--- config.mk ---
export PLATFORM = sky130hd
export DESIGN_NAME = annexb_nal_summary_scanner
export DESIGN_NICKNAME = d
export VERILOG_FILES = /design/src/sv/anbs_pkg.sv /design/src/sv/anbs_classify.sv /design/src/sv/annexb_nal_summary_scanner.sv
export SDC_FILE = /design/constraint.sdc
export NUM_CORES = 1
export LEC_CHECK = 0
export CORE_MARGIN = 3
export CORE_UTILIZATION = 55
export CTS_BUF_LIST = sky130_fd_sc_hd__clkbuf_8 sky130_fd_sc_hd__clkbuf_16
export DETAILED_ROUTE_END_ITERATION = 10
export DONT_BUFFER_PORTS = 1
export PLACE_DENSITY = 0.81
export SLEW_MARGIN = 20
export SYNTH_ARGS = -nofsm -noshare
export SYNTH_HDL_FRONTEND = slang
export SYNTH_SLANG_ARGS = --single-unit
--- constraint.sdc ---
create_clock -name clk -period 4.9 [get_ports clk]
set_input_delay 0.49 -clock clk [delete_from_list [all_inputs] [get_ports clk]]
set_output_delay 0.49 -clock clk [all_outputs]
set_load 0.03 [all_outputs]
--- src/sv/anbs_pkg.sv ---
// shared types and constants for the annex b nal summary scanner
// used by anbs_classify and annexb_nal_summary_scanner; no dependencies
package anbs_pkg;

	// prefix check status; code 3 is never produced and reads as bad
	typedef enum logic [1:0] {
		PFX_PENDING = 2'd0,
		PFX_GOOD    = 2'd1,
		PFX_BAD     = 2'd2
	} pfx_t;

	// sticky nal flags, one bit per class of header
	typedef struct packed {
		logic key;
		logic pps;
		logic sps;
		logic vps;
	} nal_flags_t;

	localparam int unsigned COUNT_W = 16;
	localparam int unsigned POS_W   = 3;
	localparam int unsigned ZRUN_W  = 2;

	// number of leading bytes the prefix check looks at before saturating
	localparam logic [POS_W-1:0]  POS_MAX  = 3'd4;
	localparam logic [ZRUN_W-1:0] ZRUN_MAX = 2'd2;

	localparam logic [7:0] BYTE_ZERO = 8'h00;
	localparam logic [7:0] BYTE_ONE  = 8'h01;

	// codec register values
	localparam logic CODEC_H264 = 1'b0;
	localparam logic CODEC_H265 = 1'b1;

	// h.264 nal unit types (5 bits)
	localparam logic [4:0] H264_IDR = 5'd5;
	localparam logic [4:0] H264_SPS = 5'd7;
	localparam logic [4:0] H264_PPS = 5'd8;

	// h.265 nal unit types (6 bits)
	localparam logic [5:0] H265_IRAP_LO = 6'd16;
	localparam logic [5:0] H265_IRAP_HI = 6'd23;
	localparam logic [5:0] H265_VPS     = 6'd32;
	localparam logic [5:0] H265_SPS     = 6'd33;
	localparam logic [5:0] H265_PPS     = 6'd34;

endpackage

--- src/sv/anbs_classify.sv ---
// nal header classifier: maps one header byte to its flag bits by codec
// depends on anbs_pkg
module anbs_classify (
	input  logic                  codec,
	input  logic [7:0]            header,
	output anbs_pkg::nal_flags_t  flags
);

	logic [4:0] avc_type;
	logic [5:0] hevc_type;

	assign avc_type  = header[4:0];
	assign hevc_type = header[6:1];

	always_comb begin
		flags = '0;
		if (codec == anbs_pkg::CODEC_H264) begin
			flags.sps = (avc_type == anbs_pkg::H264_SPS);
			flags.pps = (avc_type == anbs_pkg::H264_PPS);
			flags.key = (avc_type == anbs_pkg::H264_IDR);
		end else begin
			flags.vps = (hevc_type == anbs_pkg::H265_VPS);
			flags.sps = (hevc_type == anbs_pkg::H265_SPS);
			flags.pps = (hevc_type == anbs_pkg::H265_PPS);
			flags.key = (hevc_type inside {[anbs_pkg::H265_IRAP_LO:anbs_pkg::H265_IRAP_HI]});
		end
	end

endmodule

--- src/sv/annexb_nal_summary_scanner.sv ---
// annex b start code scanner with per-buffer nal summary, top level
// depends on anbs_pkg and anbs_classify
//
// usage
//   input channel: one byte of an annex b buffer per item (stream_byte), with
//   end_of_buffer high on the final byte. valid/ready handshake.
//   output channel: one summary item per buffer, issued for the final byte:
//   starts_with_code, unit_count (saturating at 65535) and four sticky flags.
//   a buffer that does not open with 00 00 01 or 00 00 00 01 gives all zeros.
//   config channel: cfg_valid/cfg_ready carrying codec_select (0 h.264,
//   1 h.265); cfg_ready is always high, write only while the block is idle.
// timing
//   an item is held in the input register (_s1), is folded into the
//   scan state by the next-state logic and, for a final byte, lands in the
//   output register, which drives out_valid. one byte per cycle sustained
//   while no final byte waits on a full output slot; the only loop is the
//   scan state update (zero run, prefix check, counter, flags).
// reset and stall
//   arst_n clears the scan state, the codec (h.264) and both valid bits.
//   while a summary waits on out_ready, plain bytes keep flowing; only a
//   second final byte waits in the input register, and in_ready then drops.
module annexb_nal_summary_scanner (
	input  logic        clk,
	input  logic        arst_n,
	// byte stream in
	input  logic        in_valid,
	output logic        in_ready,
	input  logic [7:0]  stream_byte,
	input  logic        end_of_buffer,
	// summary out
	output logic        out_valid,
	input  logic        out_ready,
	output logic        starts_with_code,
	output logic [15:0] unit_count,
	output logic        saw_vps,
	output logic        saw_sps,
	output logic        saw_pps,
	output logic        saw_keyframe,
	// codec register write
	input  logic        cfg_valid,
	output logic        cfg_ready,
	input  logic        codec_select
);

	localparam int unsigned CW = anbs_pkg::COUNT_W;
	localparam int unsigned PW = anbs_pkg::POS_W;
	localparam int unsigned ZW = anbs_pkg::ZRUN_W;

	// input register
	logic       valid_s1;
	logic [7:0] byte_s1;
	logic       eob_s1;

	// configuration
	logic codec_q;

	// scan state
	logic [ZW-1:0]        zero_run_q, zero_run_d;
	logic                 hdr_pend_q, hdr_pend_d;
	logic [PW-1:0]        pos_q, pos_d;
	anbs_pkg::pfx_t       pfx_q, pfx_d;
	logic [CW-1:0]        count_q, count_d;
	anbs_pkg::nal_flags_t flags_q, flags_d;
	anbs_pkg::nal_flags_t hdr_flags;

	// output register
	logic                 out_valid_q;
	logic                 starts_q;
	logic [CW-1:0]        count_out_q;
	anbs_pkg::nal_flags_t flags_out_q;

	logic out_free;
	logic s1_fire;
	logic in_fire;
	logic good_d;

	// a final byte needs a free output slot, any other byte always proceeds
	assign out_free = !out_valid_q || out_ready;
	assign s1_fire  = valid_s1 && (!eob_s1 || out_free);
	assign in_ready = !valid_s1 || s1_fire;
	assign in_fire  = in_valid && in_ready;

	assign cfg_ready = 1'b1;

	always_ff @(posedge clk or negedge arst_n) begin
		if (!arst_n) begin
			codec_q <= anbs_pkg::CODEC_H264;
		end else if (cfg_valid) begin
			codec_q <= codec_select;
		end
	end

	always_ff @(posedge clk or negedge arst_n) begin
		if (!arst_n) begin
			valid_s1 <= 1'b0;
		end else if (in_fire) begin
			valid_s1 <= 1'b1;
		end else if (s1_fire) begin
			valid_s1 <= 1'b0;
		end
	end

	always_ff @(posedge clk) begin
		if (in_fire) begin
			byte_s1 <= stream_byte;
			eob_s1  <= end_of_buffer;
		end
	end

	// header byte classification
	anbs_classify u_classify (
		.codec  (codec_q),
		.header (byte_s1),
		.flags  (hdr_flags)
	);

	// scan state next values for the byte in the input register
	always_comb begin
		pfx_d      = pfx_q;
		pos_d      = pos_q;
		zero_run_d = zero_run_q;
		hdr_pend_d = hdr_pend_q;
		count_d    = count_q;
		flags_d    = flags_q;

		// prefix check over the first four bytes
		if (pfx_q == anbs_pkg::PFX_PENDING) begin
			case (pos_q) inside
				3'd0, 3'd1: begin
					if (byte_s1 != anbs_pkg::BYTE_ZERO) pfx_d = anbs_pkg::PFX_BAD;
				end
				3'd2: begin
					if (byte_s1 == anbs_pkg::BYTE_ONE) pfx_d = anbs_pkg::PFX_GOOD;
					else if (byte_s1 != anbs_pkg::BYTE_ZERO) pfx_d = anbs_pkg::PFX_BAD;
				end
				3'd3: begin
					pfx_d = (byte_s1 == anbs_pkg::BYTE_ONE) ? anbs_pkg::PFX_GOOD
					                                        : anbs_pkg::PFX_BAD;
				end
				default: begin
					pfx_d = anbs_pkg::PFX_BAD;
				end
			endcase
		end
		if (pos_q < anbs_pkg::POS_MAX) pos_d = pos_q + PW'(1);

		// start code detection; the header byte never starts a zero run
		if (hdr_pend_q) begin
			if (count_q != {CW{1'b1}}) count_d = count_q + CW'(1);
			flags_d    = flags_q | hdr_flags;
			hdr_pend_d = 1'b0;
			zero_run_d = '0;
		end else if (byte_s1 == anbs_pkg::BYTE_ZERO) begin
			if (zero_run_q < anbs_pkg::ZRUN_MAX) zero_run_d = zero_run_q + ZW'(1);
		end else begin
			hdr_pend_d = (byte_s1 == anbs_pkg::BYTE_ONE) && (zero_run_q >= anbs_pkg::ZRUN_MAX);
			zero_run_d = '0;
		end
	end

	// only a good prefix unmasks the summary; pending or bad give zeros
	assign good_d = (pfx_d == anbs_pkg::PFX_GOOD);

	always_ff @(posedge clk or negedge arst_n) begin
		if (!arst_n) begin
			zero_run_q <= '0;
			hdr_pend_q <= 1'b0;
			pos_q      <= '0;
			pfx_q      <= anbs_pkg::PFX_PENDING;
			count_q    <= '0;
			flags_q    <= '0;
		end else if (s1_fire) begin
			if (eob_s1) begin
				// buffer done: back to the reset state for the next one
				zero_run_q <= '0;
				hdr_pend_q <= 1'b0;
				pos_q      <= '0;
				pfx_q      <= anbs_pkg::PFX_PENDING;
				count_q    <= '0;
				flags_q    <= '0;
			end else begin
				zero_run_q <= zero_run_d;
				hdr_pend_q <= hdr_pend_d;
				pos_q      <= pos_d;
				pfx_q      <= pfx_d;
				count_q    <= count_d;
				flags_q    <= flags_d;
			end
		end
	end

	always_ff @(posedge clk or negedge arst_n) begin
		if (!arst_n) begin
			out_valid_q <= 1'b0;
		end else if (s1_fire && eob_s1) begin
			out_valid_q <= 1'b1;
		end else if (out_ready) begin
			out_valid_q <= 1'b0;
		end
	end

	always_ff @(posedge clk) begin
		if (s1_fire && eob_s1) begin
			starts_q    <= good_d;
			count_out_q <= good_d ? count_d : '0;
			flags_out_q <= good_d ? flags_d : '0;
		end
	end

	assign out_valid        = out_valid_q;
	assign starts_with_code = starts_q;
	assign unit_count       = count_out_q;
	assign saw_vps          = flags_out_q.vps;
	assign saw_sps          = flags_out_q.sps;
	assign saw_pps          = flags_out_q.pps;
	assign saw_keyframe     = flags_out_q.key;

`ifndef SYNTH
	// a bad or undecided prefix must mask the whole summary
	a_bad_prefix_zero: assert property (@(posedge clk) disable iff (!arst_n)
		out_valid_q && !starts_q |-> count_out_q == '0 && flags_out_q == '0)
		else $error("summary not cleared for bad prefix");

	// a pending header always follows a reset zero run
	a_hdr_zero_run: assert property (@(posedge clk) disable iff (!arst_n)
		hdr_pend_q |-> zero_run_q == '0)
		else $error("zero run live while header pending");

	// the final byte of a buffer returns the scan state to reset
	a_eob_clears: assert property (@(posedge clk) disable iff (!arst_n)
		s1_fire && eob_s1 |=> count_q == '0 && pos_q == '0 && !hdr_pend_q
			&& pfx_q == anbs_pkg::PFX_PENDING)
		else $error("scan state not cleared after final byte");

	// the counter moves only when a byte is processed
	a_count_hold: assert property (@(posedge clk) disable iff (!arst_n)
		!s1_fire |=> $stable(count_q))
		else $error("unit counter changed without a byte");

	// the output slot is never overwritten while its summary waits
	a_no_overwrite: assert property (@(posedge clk) disable iff (!arst_n)
		out_valid_q && !out_ready |-> !(s1_fire && eob_s1))
		else $error("pending summary overwritten");
`endif

endmodule

# Word-level counts from Yosys, hierarchy flattened
# Index checks and enable logic that the tools add are counted.
# op_classes
shift	0
bitwise_logic	1
n_mul	0
div	0
reduce_logical	21
n_addsub	3
muxes	28
order_cmp	5
eq_ne	13
# op_table
op	n
2-to-1 mux 16 bit	3
2-to-1 mux 2 bit	12
== test 6 bit, second input constant	3
adder 16 x 1 -> 16 bit, second input constant	1
!= test 16 bit, second input constant	1
== test 5 x 3 -> 1 bit, second input constant	2
2-to-1 mux 3 bit	3
== test 8 x 1 -> 1 bit, second input constant	1
zero test 8 bit	1
2-to-1 mux 1 bit	8
2-to-1 mux 4 bit	2
nonzero test 8 bit	1
== test 3 x 2 -> 1 bit, second input constant	2
>= comparator 6 x 5 -> 1 bit, second input constant	1
less-or-equal comparator 6 x 5 -> 1 bit, second input constant	1
nonzero test 2 bit	3
== test 5 x 4 -> 1 bit, second input constant	1
logical AND 1 bit	5
!= test 4 x 3 -> 1 bit, second input constant	1
bitwise OR 4 bit	1
AND reduction 2 bit	2
adder 3 x 1 -> 3 bit, second input constant	1
== test 3 x 1 -> 1 bit, second input constant	1
zero test 1 bit	3
9 further kinds	11
# totals
reg_bits	61
latchBits	0
mem_bits_ro	0
mem_count	0
mem_bits_rw	0
word_cells	91
in_bits	15

# Logic depth before layout (Yosys ltp)
# logic_depth
depth_word	7
ltp_mapped	7
ltp_nobuf	6

# By module
# From an unflattened synthesis, not the netlist that was laid out.
# hier_totals
hier_cells	293
hier_area_um2	3072.9
# by_module_without_submodules
mod	n_inst	seq_area_each_um2	area_each_um2	cells_each
annexb_nal_summary_scanner	1	1676.6	2979.1	281
anbs_classify	1	0.0	93.8	12

# Worst setup path after synthesis
# Ideal clock, no wire load.
# synth_timing
path_type	register -> register
start	register pos_q[2]
end	register count_out_q[12] (netlist: unit_count[12]) (data pin)
path_stages_with_launch	8
t_arrival_ns	1.662
path_slack_ns	2.969
n_path_buf	2
synth_period_minus_slack_ns	1.931
setup_ns	0.270
path_cell_list	dfrtp_1 -> clkbuf_1 -> inv_1 -> ha_1 -> o221ai_1 -> a2bb2oi_1 -> clkbuf_1 -> nor3_1
# synth_via
elab_chain_cells	6
word_cells_on_any_way	10
# synth_rtl
element	line_no	rtl
start: declaration	annexb_nal_summary_scanner.sv:60	logic [PW-1:0] pos_q, pos_d;
start signal: assignment	annexb_nal_summary_scanner.sv:184	pos_q <= pos_d;
== test 3 x 2 -> 1 bit (no source line)	n/a	
2-to-1 mux 2 bit (2 in a row)	annexb_nal_summary_scanner.sv:128	case (pos_q) inside
2-to-1 mux 2 bit *	annexb_nal_summary_scanner.sv:128	
2-to-1 mux 2 bit *	annexb_nal_summary_scanner.sv:127	if (pfx_q == anbs_pkg::PFX_PENDING) begin
== test 2 x 1 -> 1 bit *	annexb_nal_summary_scanner.sv:162	assign good_d = (pfx_d == anbs_pkg::PFX_GOOD);
end signal: assignment	annexb_nal_summary_scanner.sv:205	count_out_q <= good_d ? count_d : '0;
end: declaration	annexb_nal_summary_scanner.sv:69	logic [CW-1:0] count_out_q;
# Mark *: on every way between the ends. The rest lies on a longest branch, timed or not.
# A chain may end at the register's enable or synchronous reset.

# Final worst setup path
# layout_timing
start	register pos_q[1]
end	register count_out_q[12] (netlist: unit_count[12]) (data pin)
# The elaborated chain is that of the path after synthesis.

==> out/metrics.yaml <==
antenna_fix_cells: 0
synth_common_cells: "dfrtp_1, edfxtp_1, a21oi_1"
die_width_um: 82.40
hold_violations: 0
placement.setup.worst_slack_ns: 2.359
smallest_setup_slack_after_layout_ns: 2.512
ioPinCount: 39
tritoncts: "built"
placement.io_buffers: 0
layout.core_utilization: 0.6186
max-slew-margin-rel: 0.2907
maxCapViolCount: 0
ant_nets: 0
yosys.area.top_type_share: 0.2806
detail_route.wl_per_cell_um: 17.49
cts_max_path_buffers: 2
htreeDepth: 3
synthesis.area_per_instance_um2: 10.49
wirelength_um: 6595
p_total_mw: 1.176
post-synth-top-count-cell: "dfrtp_1"
grt_util_met2: 0.3333
synthesis.instances: 306
synth_compound_area_frac: 0.1839
yosys.cell_types.count: 66
grt_pass1_wl_um: 11120
cts_resized: 0
place.detailed.instances: 359
worst_setup_path_end_kind: "flip-flop"
drt_first_pass_iters: 5
fp.coreArea_um2: 5574
synth.ff_latch_count: 61
fin_setup_tns_ns: 0
ys_top_cells_by_area: "edfxtp_1, dfrtp_1, a21oi_1, o21ai_0, nor3_1"
grt_max_degree: 32
critPathMaxFanout: 21
numCtsBuffers: 9
status: "completed"
syn_area_um2: 3211
stdcell_count: 377
design_area_um2: 3448
power.density_nw_per_um2: 341.1
async_reset_ff_frac: 0.5082
synth_adder_area_share: 0.01949
timing.critical_path.required_ns: 4.96
multiplexer_area_fraction_after_synthesis: 0.003507
critical_path.startpoint_type: "flip-flop"
place_area_um2: 3216
design.final.nets: 320
layout_worst_path_cycle_share: 0.4873
antenna_found_initial: 0
grt_use_total: 0.2221
synthesis.yosys.warnings: 0
drt-vias-per-instance: 6.496
synth_nets: 326
cts.clk_slew.worst_paths_ns: 0.07
drt_first_iter_violations: 351
clock_sink_total: 61
via_total_after_detailed_routing: 2449
yosys.area_share.simple: 0.2143
detail_route.drc_violations: 0
final.hold.worst_slack_ns: 0.2318
synth_enable_flop_cells: 30
met3_grt_util: 0.05857
grt.met1_usage: 0.2938
layout-drive-gt1-share: 0.08525
initial_standard_cell_utilization_of_the_core: 0.5760
area_share_of_xor_xnor_cells_in_the_synthesized_design: 0.008184
post-dp-hpwl_um: 4355
worst_pin_slew_ns: 1.063
grt_overflow_total: 0
final.setup_skew_ns: 0.004760
holdCritPathClass: "primary input to flip-flop"
worst_ep_arrival_time_ns: 2.44
peakVddDrop_mv: 0.2164
num_rows: 27
drv_slew: 0
design.die.area_um2: 6790
synth_top_flop_cell: "dfrtp_1"
cts_root_buf: "clkbuf_8"
busiest_layer: "met2"
clock_insertion_delay_worst_skew_ns: 0.35
area_delta_synth_final_pct: 7.405
rsz_0062_raised_after_global_routing: "false"
finalSetupViolations: 0
first_global_vias: 2343
fmax_ghz: 0.4188
seq_area_frac_synth: 0.5222
period_needed_ns: 2.388
total_leakage_power_nw: 1.231
synth_top_family_by_area: "simple AND/OR/NAND/NOR gates"
worstSetupPathType: "flip-flop to flip-flop"
synth_area_leader_cell: "edfxtp_1"
floorplan.die.height_um: 82.40
finalWeightedCongestion: 0.8664
-- path summary, 6_finish.rpt --
check                      slack, ns           start        endpoint  cells past startpoint
min in group asynchronous       0.58          arst_n      count_q[3]                      2
hold reg to reg                 0.52      flags_q[0]      flags_q[0]                      2
hold / removal                  0.23  stream_byte[0]      byte_s1[0]                      0
setup reg to reg                2.51        pos_q[1]  unit_count[12]                      5
max in group asynchronous       4.13          arst_n      flags_q[1]                      2
setup / recovery                2.51        pos_q[1]  unit_count[12]                      5
-- cell families (layout without fill, tap and decap cells) --
kind of cell	after synthesis	count (layout)
compound gates	86	86
xor+xnor	3	3
fa+ha+maj	5	5
buf+inv	35	34
flops	61	61
mux	1	1
other cells	1	1
simple gates	114	114
-- critical path: stages (launching register included) --
cell and delay, ns:
dfrtp_1 0.46, ha_1 0.22, ha_1 0.19, o221ai_1 0.24, a2bb2oi_2 0.83, nor3_1 0.16
-- area by class of cell --
class / count / area, µm²
fillers: 435 / 2126
flip-flops and latches: 61 / 1677
multi-input cells: 210 / 1400
clock buffers: 10 / 137.6
well taps: 72 / 90.09
inverters: 16 / 60.06
clock inverters: 6 / 53.80
repair buffers: 2 / 30.03
-- layer usage --
| metal | vias to the layer above | wire (µm) |
|---|---|---|
| li1 | 1164 | - |
| met1 | 1173 | 3066 |
| met2 | 99 | 3007 |
| met3 | 13 | 366 |
| met4 | 0 | 155 |
| met5 | - | 0 |
-- state kept, by name (all words and copies together), names as in the netlist, 2 cells and up --
name / flops
zero_run_q: 2
pos_q: 3
flags_q: 4
count_q: 16
unit_count: 16
pfx_q: 2
byte_s1: 8
-- cells in the final DEF, fill, tap and decap left out, types with 3 or more instances in the layout --
| cell type | instances |
|---|---|
| and3_1 | 4 |
| nor4_1 | 9 |
| o311ai_0 | 4 |
| xnor2_1 | 3 |
| a21oi_1 | 23 |
| inv_1 | 17 |
| or3_1 | 11 |
| ha_1 | 5 |
| nor2_1 | 11 |
| edfxtp_1 | 30 |
| nand4_1 | 5 |
| dfrtp_1 | 31 |
| clkbuf_8 | 10 |
| nand2_1 | 16 |
| nand2b_1 | 4 |
| o31ai_1 | 5 |
| nor3_1 | 16 |
| nor2b_1 | 5 |
| o21ai_0 | 17 |
| nand3_1 | 12 |
| and4_1 | 3 |
-- timing repair --
item | in CTS | in global routing
hold buffers | 2 | 0
hold endpoints to repair | 31 | 0
setup buffers | 0 | 0
-- where the power goes --
part | total (mW) | switching [mW] | internal (mW)
combinational | 0.106 | 0.0619 | 0.0437
clock | 0.438 | 0.196 | 0.242
sequential | 0.632 | 0.0601 | 0.572
No activity file was read; power rests on OpenSTA's default activity.
